`config.mk`:
```
export PLATFORM = sky130hd
export DESIGN_NAME = gpio_port_interrupt_controller
export DESIGN_NICKNAME = d
export VERILOG_FILES = /design/src/hdl/gpc_pkg.sv /design/src/hdl/gpc_port_ram.sv /design/src/hdl/gpc_update.sv /design/src/hdl/gpio_port_interrupt_controller.sv
export SDC_FILE = /design/constraint.sdc
export NUM_CORES = 2
export LEC_CHECK = 0
export ABC_AREA = 1
export BUFFER_PORTS_ARGS = -buffer_cell sky130_fd_sc_hd__buf_4
export CAP_MARGIN = 10
export CORE_AREA = 10 10 552 554
export DETAILED_ROUTE_END_ITERATION = 7
export DIE_AREA = 0 0 562 564
export PLACE_DENSITY = 0.46
export SLEW_MARGIN = 20
export SYNTH_ARGS = -nofsm -noshare
export SYNTH_HDL_FRONTEND = slang
export SYNTH_SLANG_ARGS = --single-unit
```
`constraint.sdc`:
```
create_clock -name clk -period 60.6 [get_ports clk]
set_input_delay 6.06 -clock clk [delete_from_list [all_inputs] [get_ports clk]]
set_output_delay 6.06 -clock clk [all_outputs]
set_load 0.005 [all_outputs]
```
`src/hdl/gpc_pkg.sv`:
```
// ----------------------------------------------------------------------------
// gpc_pkg
// Shared types and constants of the GPIO port interrupt controller: register
// map, mode codes, port-state field layout and the per-item command.
// ----------------------------------------------------------------------------
package gpc_pkg;

  localparam int DATA_W = 32;

  // Bus beat kinds
  localparam logic [1:0] MODE_READ   = 2'd0;
  localparam logic [1:0] MODE_WRITE  = 2'd1;
  localparam logic [1:0] MODE_SAMPLE = 2'd2;

  // Register bases; a port's register sits at base | (port << 4)
  localparam logic [13:0] BASE_MASK  = 14'h3E00;
  localparam logic [13:0] BASE_DIR   = 14'h2000;
  localparam logic [13:0] BASE_DIN   = 14'h2200;
  localparam logic [13:0] BASE_DOUT  = 14'h2400;
  localparam logic [13:0] BASE_IEN   = 14'h2600;
  localparam logic [13:0] BASE_IMSK  = 14'h2800;
  localparam logic [13:0] BASE_ITYP  = 14'h2a00;
  localparam logic [13:0] BASE_IPOL  = 14'h2c00;
  localparam logic [13:0] BASE_IBOTH = 14'h2e00;
  localparam logic [13:0] BASE_STAT  = 14'h3000;
  localparam logic [13:0] BASE_RAW   = 14'h3200;
  localparam logic [13:0] BASE_ECLR  = 14'h3400;
  localparam logic [13:0] BASE_DEB   = 14'h3800;

  // Fields of one port-state entry
  localparam int NUM_FIELDS = 10;
  typedef enum logic [3:0] {
    F_DIR, F_DOUT, F_IEN, F_IMSK, F_ITYP, F_IPOL, F_IBOTH, F_DEB, F_PIN, F_LATCH
  } field_t;

  typedef enum logic [2:0] {
    K_NONE, K_RW, K_DIN, K_STAT, K_RAW, K_ECLR
  } addr_kind_t;

  // rd/wr/smp are only set when the addressed port exists
  typedef struct packed {
    logic       rd;
    logic       wr;
    logic       smp;
    addr_kind_t kind;
    field_t     fld;
  } gpc_cmd_t;

endpackage

```
`src/hdl/gpc_port_ram.sv`:
```
// ----------------------------------------------------------------------------
// gpc_port_ram
// Port-state memory: one entry per port, one write and one registered read
// per cycle. Entries read as zero until first written after reset.
// ----------------------------------------------------------------------------
module gpc_port_ram #(
  parameter int DEPTH = 6,
  parameter int AW    = 3,
  parameter int WIDTH = 320
) (
  input  logic             clk,
  input  logic             rst,
  input  logic             wr_en,
  input  logic [AW-1:0]    wr_addr,
  input  logic [WIDTH-1:0] wr_data,
  input  logic [AW-1:0]    rd_addr,
  output logic [WIDTH-1:0] rd_data
);

  logic [WIDTH-1:0] mem [DEPTH];
  logic [DEPTH-1:0] vld;
  logic             rd_in_range;

  assign rd_in_range = {1'b0, rd_addr} < (AW+1)'(DEPTH);

  always_ff @(posedge clk) begin
    if (wr_en) begin
      mem[wr_addr] <= wr_data;
    end
  end

  always_ff @(posedge clk) begin
    if (rst) begin
      vld <= '0;
    end else if (wr_en) begin
      vld[wr_addr] <= 1'b1;
    end
  end

  // read-first: a same-cycle write to the read address returns the old entry
  always_ff @(posedge clk) begin
    if (rd_in_range && vld[rd_addr]) begin
      rd_data <= mem[rd_addr];
    end else begin
      rd_data <= '0;
    end
  end

endmodule

```
`src/hdl/gpc_update.sv`:
```
// ----------------------------------------------------------------------------
// gpc_update
// Modify step for one port entry: register read data, register write or
// edge clear, pin sample with edge capture, and the port's interrupt line.
// ----------------------------------------------------------------------------
module gpc_update import gpc_pkg::*; #(
  parameter int PORT_WIDTH = 32
) (
  input  gpc_cmd_t                          cmd,
  input  logic [NUM_FIELDS*PORT_WIDTH-1:0]  cur,
  input  logic [PORT_WIDTH-1:0]             data,
  output logic [NUM_FIELDS*PORT_WIDTH-1:0]  nxt,
  output logic [PORT_WIDTH-1:0]             rd_val,
  output logic                              irq
);

  logic [NUM_FIELDS-1:0][PORT_WIDTH-1:0] e;
  logic [NUM_FIELDS-1:0][PORT_WIDTH-1:0] n;
  logic [PORT_WIDTH-1:0] sens_o, raw_o, sens_n, raw_n;
  logic [PORT_WIDTH-1:0] rise, fall, single, hit;

  assign e   = cur;
  assign nxt = n;

  always_comb begin
    // status from the current entry
    sens_o = e[F_ITYP] | e[F_IBOTH];
    raw_o  = e[F_IEN] & ((sens_o & e[F_LATCH]) | (~sens_o & ~(e[F_PIN] ^ e[F_IPOL])));

    rd_val = '0;
    if (cmd.rd) begin
      case (cmd.kind)
        K_RW:    rd_val = e[cmd.fld];
        K_DIN:   rd_val = e[F_PIN];
        K_STAT:  rd_val = raw_o & ~e[F_IMSK];
        K_RAW:   rd_val = raw_o;
        default: rd_val = '0;
      endcase
    end

    rise   = data & ~e[F_PIN];
    fall   = ~data & e[F_PIN];
    single = (rise & e[F_IPOL]) | (fall & ~e[F_IPOL]);
    hit    = ((e[F_IBOTH] & (rise | fall)) | (~e[F_IBOTH] & single))
             & sens_o & e[F_IEN];

    n = e;
    if (cmd.wr) begin
      case (cmd.kind)
        K_RW:    n[cmd.fld] = data;
        K_ECLR:  n[F_LATCH] = e[F_LATCH] & ~data;
        default: n = e;
      endcase
    end else if (cmd.smp) begin
      n[F_LATCH] = e[F_LATCH] | hit;
      n[F_PIN]   = data;
    end

    sens_n = n[F_ITYP] | n[F_IBOTH];
    raw_n  = n[F_IEN] & ((sens_n & n[F_LATCH]) | (~sens_n & ~(n[F_PIN] ^ n[F_IPOL])));
    irq    = |(raw_n & ~n[F_IMSK]);
  end

endmodule

```
`src/hdl/gpio_port_interrupt_controller.sv`:
```
// ----------------------------------------------------------------------------
// gpio_port_interrupt_controller
// Multi-port GPIO register block with per-pin level or edge interrupts.
// ----------------------------------------------------------------------------
// Each input beat is a register read, a register write or a pin sample for
// one port; each gives one result beat with read data, the interrupt lines
// of all ports and the drive outputs of the port named by the port field,
// all reflecting state after the beat. Port state lives in a single-port-read
// RAM, one entry per port. The target entry is read as the item is accepted;
// in S_MOD it is modified and written back while the drive port's entry is
// read, and in S_DRV the result is loaded once the output can take it. A new
// item is taken only in S_IDLE, after the last result has been loaded, as
// the single RAM read port serves both entry reads.
// After reset all registers read zero; there is no clearing pass.
// ----------------------------------------------------------------------------
module gpio_port_interrupt_controller import gpc_pkg::*; #(
  parameter int NUM_PORTS  = 6,
  parameter int PORT_WIDTH = 32
) (
  input  logic              clk,
  input  logic              rst,
  input  logic              in_valid,
  output logic              in_ready,
  input  logic [1:0]        mode,
  input  logic [13:0]       address,
  input  logic [2:0]        port,
  input  logic [DATA_W-1:0] wdata,
  output logic              out_valid,
  input  logic              out_ready,
  output logic [DATA_W-1:0] rdata,
  output logic [5:0]        irq_lines,
  output logic [DATA_W-1:0] drive_level,
  output logic [DATA_W-1:0] drive_enable
);

  localparam int AW      = (NUM_PORTS > 1) ? $clog2(NUM_PORTS) : 1;
  localparam int ENTRY_W = NUM_FIELDS * PORT_WIDTH;

  typedef enum logic [2:0] {
    S_IDLE = 3'b001,
    S_MOD  = 3'b010,
    S_DRV  = 3'b100
  } state_t;

  state_t state, state_next;

  gpc_cmd_t               cmd_d, cmd_q;
  addr_kind_t             kind_d;
  field_t                 fld_d;
  logic                   addr_ok, sel_ok;
  logic [AW-1:0]          tgt_d, tgt_q, sel_q;
  logic                   sel_ok_q;
  logic [PORT_WIDTH-1:0]  data_q;

  logic [AW-1:0]          ram_rd_addr;
  logic [ENTRY_W-1:0]     ram_rd;
  logic                   ram_we;
  logic [ENTRY_W-1:0]     upd_nxt;
  logic [PORT_WIDTH-1:0]  upd_rd;
  logic                   upd_irq;

  logic [NUM_FIELDS-1:0][PORT_WIDTH-1:0] ram_fields, nxt_fields;
  logic                   fwd;
  logic [PORT_WIDTH-1:0]  fwd_dout, fwd_dir, rd_hold;
  logic [NUM_PORTS-1:0]   irq_q;
  logic [5:0]             irq_view;
  logic [PORT_WIDTH-1:0]  drv_dout, drv_dir;
  logic                   in_fire, load_out;

  assign in_ready = (state == S_IDLE);
  assign in_fire  = in_valid && in_ready;

  // address decode
  always_comb begin
    kind_d = K_NONE;
    fld_d  = F_DIR;
    case (address & BASE_MASK)
      BASE_DIR:   begin kind_d = K_RW; fld_d = F_DIR;   end
      BASE_DOUT:  begin kind_d = K_RW; fld_d = F_DOUT;  end
      BASE_IEN:   begin kind_d = K_RW; fld_d = F_IEN;   end
      BASE_IMSK:  begin kind_d = K_RW; fld_d = F_IMSK;  end
      BASE_ITYP:  begin kind_d = K_RW; fld_d = F_ITYP;  end
      BASE_IPOL:  begin kind_d = K_RW; fld_d = F_IPOL;  end
      BASE_IBOTH: begin kind_d = K_RW; fld_d = F_IBOTH; end
      BASE_DEB:   begin kind_d = K_RW; fld_d = F_DEB;   end
      BASE_DIN:   kind_d = K_DIN;
      BASE_STAT:  kind_d = K_STAT;
      BASE_RAW:   kind_d = K_RAW;
      BASE_ECLR:  kind_d = K_ECLR;
      default:    kind_d = K_NONE;
    endcase

    addr_ok = address[13] && (address[3:0] == 4'd0) && (address[8:4] < 5'(NUM_PORTS));
    sel_ok  = {1'b0, port} < 4'(NUM_PORTS);

    cmd_d.rd   = (mode == MODE_READ) && addr_ok;
    cmd_d.wr   = (mode == MODE_WRITE) && addr_ok;
    cmd_d.smp  = (mode == MODE_SAMPLE) && sel_ok;
    cmd_d.kind = kind_d;
    cmd_d.fld  = fld_d;

    tgt_d = cmd_d.smp ? port[AW-1:0] : address[4 +: AW];
  end

  always_ff @(posedge clk) begin
    if (in_fire) begin
      tgt_q    <= tgt_d;
      sel_q    <= port[AW-1:0];
      sel_ok_q <= sel_ok;
      data_q   <= wdata[PORT_WIDTH-1:0];
    end
  end

  always_ff @(posedge clk) begin
    if (rst) begin
      cmd_q <= '0;
    end else if (in_fire) begin
      cmd_q <= cmd_d;
    end
  end

  // target entry first, then the drive port's entry
  assign ram_rd_addr = (state == S_IDLE) ? tgt_d : sel_q;
  assign ram_we      = (state == S_MOD) && (cmd_q.wr || cmd_q.smp);

  gpc_port_ram #(
    .DEPTH (NUM_PORTS),
    .AW    (AW),
    .WIDTH (ENTRY_W)
  ) u_ram (
    .clk     (clk),
    .rst     (rst),
    .wr_en   (ram_we),
    .wr_addr (tgt_q),
    .wr_data (upd_nxt),
    .rd_addr (ram_rd_addr),
    .rd_data (ram_rd)
  );

  gpc_update #(
    .PORT_WIDTH (PORT_WIDTH)
  ) u_update (
    .cmd    (cmd_q),
    .cur    (ram_rd),
    .data   (data_q),
    .nxt    (upd_nxt),
    .rd_val (upd_rd),
    .irq    (upd_irq)
  );

  assign ram_fields = ram_rd;
  assign nxt_fields = upd_nxt;

  // forward the written entry when the drive port is the one just updated
  always_ff @(posedge clk) begin
    if (state == S_MOD) begin
      fwd      <= ram_we && (sel_q == tgt_q);
      fwd_dout <= nxt_fields[F_DOUT];
      fwd_dir  <= nxt_fields[F_DIR];
      rd_hold  <= upd_rd;
    end
  end

  always_ff @(posedge clk) begin
    if (rst) begin
      irq_q <= '0;
    end else if (ram_we) begin
      irq_q[tgt_q] <= upd_irq;
    end
  end

  for (genvar i = 0; i < 6; i++) begin : g_irq
    if (i < NUM_PORTS) begin : g_on
      assign irq_view[i] = irq_q[i];
    end else begin : g_off
      assign irq_view[i] = 1'b0;
    end
  end

  always_comb begin
    drv_dout = '0;
    drv_dir  = '0;
    if (sel_ok_q) begin
      drv_dout = fwd ? fwd_dout : ram_fields[F_DOUT];
      drv_dir  = fwd ? fwd_dir  : ram_fields[F_DIR];
    end
  end

  assign load_out = (state == S_DRV) && (!out_valid || out_ready);

  always_comb begin
    state_next = state;
    case (state)
      S_IDLE:  if (in_fire) state_next = S_MOD;
      S_MOD:   state_next = S_DRV;
      S_DRV:   if (load_out) state_next = S_IDLE;
      default: state_next = S_IDLE;
    endcase
  end

  always_ff @(posedge clk) begin
    if (rst) begin
      state <= S_IDLE;
    end else begin
      state <= state_next;
    end
  end

  always_ff @(posedge clk) begin
    if (rst) begin
      out_valid <= 1'b0;
    end else if (load_out) begin
      out_valid <= 1'b1;
    end else if (out_ready) begin
      out_valid <= 1'b0;
    end
  end

  always_ff @(posedge clk) begin
    if (load_out) begin
      rdata        <= DATA_W'(rd_hold);
      irq_lines    <= irq_view;
      drive_level  <= DATA_W'(drv_dout);
      drive_enable <= DATA_W'(drv_dir);
    end
  end

endmodule
```
==> summary.txt <==
Outcome = completed
Vias in the first global route = 67900
Final antenna-violating net count = 0
Worst Tran Pin Value = 1190 ps
DRC violations left = 0
DP HPWL = 188 mm
Hold Vio Cnt, Final = 0
Io pins = 159
Setup violators final = 0
Post-Layout Cell Count = 13400
Syn nets = 9299
Rows = 199
1st-pass router iterations = 8
Critical Path AT = 11690 ps
Cell with the most instances after synthesis = edfxtp_1
Starting Density = 0.348
Synth warnings = 0
Most common flop cell mapped by yosys = edfxtp_1
CTS Root Cell = clkbuf_16
Initial antenna violation count = 25
Initial DRC Count = 7726
Setup WS pre-CTS = 48760 ps
WL/cell = 26.1 um
First-pass GRT wire length = 500 mm
R2R cell count = 16
Sequential-to-total area share from yosys stat = 0.702
Min Tclk post-route = 10860 ps
Die Y = 564 um
Placed inst area = 0.107 mm^2
Clock Sinks = 2503
Largest net degree at the start of global routing = 182
Placed Cells = 12900
Tcrit/Tclk final = 0.179
Seq cells post-synth = 2503
Nets = 9342
Syn_area_per_cell = 11.1 um^2
Fin area = 0.116 mm^2
FMAX = 0.0921 GHz
Routed Wire Length = 349 mm
Synth area leader = edfxtp_1
Worst Setup EP = u_ram.rd_data[217]
Worst reg2reg path startpoint = cmd_q[4]
Fraction of layout instances using a drive strength above 1 = 0.0798
I/O Buffers = 158
Worst Hold Class = flop to flop
Final GP Congestion = 0.797
H-tree depth = 5
Die Area = 0.317 mm^2
CP startpoint kind = input pin
Global Route Usage Sum = 0.212
# fillers = 28100
Worst Hold Slack = 416 ps
Post-CTS sizing = 0
Area grow syn2layout = 13.7%
Core ar. = 0.293 mm^2
Total setup buffers inserted after CTS = 0
Post-route setup slack = 49740 ps
Cells after Synth = 9180
Pwr/cell area = 37.2 mW/mm^2
EDFF count, synth = 2158
Clock transition at the registers of the reported paths = 60 ps
Worst Path Required = 61430 ps
Crit path capture type = flop
CTS tree = yes
Synth top area cells = edfxtp_1 63%, o21ai_0 7.1%, dfxtp_1 6.8%, nand2_1 5.1%, nor2_1 4.2%
Clock Latency Late Sink = 900 ps
Post-synth top cells = 2158 x edfxtp_1, 1450 x o21ai_0, 1387 x nand2_1, 1153 x nor2_1, 764 x inv_1
RSZ-0062 raised after global routing = no
Setup TNS = 0 ps
Crit path kind = input pin to flop
Flop-to-flop setup slack = 53950 ps
Vias per inst = 5.30
TritonCTS Buffers = 281
Peak supply drop = 0.0199 mV
Number of max-cap violations = 0
Max-slew headroom = 0.206
Die width = 562 um
Max Root-Sink Buffers = 4
Vias = 70900
CP max FO = 153
Syn Std Cell Area = 0.102 mm^2
Synth top area share = 0.634
Post-synth cell types = 45
Post-synth ARST share = 0
Worst Skew = 47.0 ps
Reg2reg end = irq_q[5]
Final Max Slew Viols = 0
LEAKAGE = 42.6 nW
GRT Residual Overflow = 0
Crit path from = port[1]
# hold bufs at CTS = 0
[worst min path at each step]
stage,slack (ps),from,endpoint,depth (start not counted)
after global routing,420,rd_hold[30],rdata[30],0
final,420,rd_hold[29],rdata[29],0
after global placement,400,rd_hold[15],rdata[15],0
after floorplan,400,rd_hold[0],rdata[0],0
after detailed placement,400,rd_hold[30],rdata[30],0
after CTS,420,rd_hold[30],rdata[30],0
[worst max-delay path, stage by stage]
cell and delay, ps:
buf_4 90, nand2_1 70, nand3_2 130, inv_2 60, or2_1 210, o21ai_2 70
nand2_1 150, nand2_8 270, buf_4 680, buf_12 640, buf_4 760, buf_4 840
buf_4 650, o21ai_0 220, o22ai_1 190, nand2_1 70, o21ai_1 110, nand2_1 60
inv_1 70
[area by class of cell]
cell class | count | area (um^2) | area share
tap | 3919 | 4900 | 0.0422
timing repair buffer | 298 | 2420 | 0.0209
clock inverter | 119 | 1190 | 0.0102
multi-input combinational | 5362 | 25300 | 0.217
inverter | 777 | 2950 | 0.0254
antenna | 6 | 15.0 | 0.000129
sequential | 2503 | 71700 | 0.617
clock buffer | 395 | 7800 | 0.0671
[layout by cell type, fill, tap and decap left out, types with 8 or more instances in the layout]
cell type | Yosys | routed
clkbuf_8 | 0 | 19
dfxtp_1 | 345 | 343
clkinv_8 | 0 | 8
xor2_1 | 27 | 27
o21a_1 | 14 | 14
edfxtp_1 | 2158 | 2158
nor2_1 | 1153 | 1150
a211oi_1 | 29 | 29
o21ai_0 | 1450 | 1449
clkbuf_16 | 0 | 288
clkinv_2 | 0 | 41
nand2_1 | 1387 | 1383
o22ai_1 | 345 | 344
clkinv_1 | 2 | 37
bufinv_16 | 0 | 18
buf_4 | 14 | 283
a21oi_1 | 252 | 248
ha_1 | 64 | 64
nand3_1 | 238 | 236
buf_12 | 0 | 15
a221oi_1 | 11 | 11
inv_1 | 764 | 761
nor3_2 | 0 | 8
inv_2 | 11 | 8
o21ai_1 | 270 | 269
clkbuf_1 | 371 | 88
nand4_1 | 36 | 36
inv_6 | 0 | 10
o31ai_1 | 17 | 17
[routing by layer]
layer  GRT usage  vias up  wire length (um)
met2       0.333     2747            156000
met1       0.309    35600            160000
li1            -    32100                 -
met5           0        -                34
met4      0.0505        6              8100
met3      0.0307      444             24900
[report_power, final]
part | internal, mW | switching (mW)
sequential | 1.96 | 0.0423
clock | 0.979 | 0.702
combinational | 0.156 | 0.486
total | 3.09 | 1.23
[registers in the layout, indices dropped and copies added (netlist names)]
signal and flops:
sel_q 3, state 3, fwd_dir 32, data_q 32, u_ram.mem 1920, rd_hold 32
u_ram.vld 6, tgt_q 3, sel_ok_q 1, drive_enable 32, rdata 32, fwd 1
drive_level 32, u_ram.rd_data 320, out_valid 1, irq_lines 6, fwd_dout 32, cmd_q 9
irq_q 6
[cells by family after synthesis]
logic type | after synthesis | synth area share
XOR/XNOR | 32 | 0.00274
AND/OR/NAND/NOR | 2862 | 0.110
buffers and inverters | 1315 | 0.0531
adder cells (fa/ha/maj) | 64 | 0.00784
flip-flops | 2503 | 0.702
AO/OA/AOI/OAI | 2404 | 0.124
[through the flow]
| step | util | total power [mW] |
|---|---|---|
| after floorplan | - | 2.43 |
| after global placement | 0.366 | 2.67 |
| after detailed placement | 0.366 | 2.67 |
| after CTS | 0.396 | 4.36 |
| after global routing | 0.396 | 4.50 |
| final | 0.396 | 4.32 |
Power figures use the tool's default switching activity.
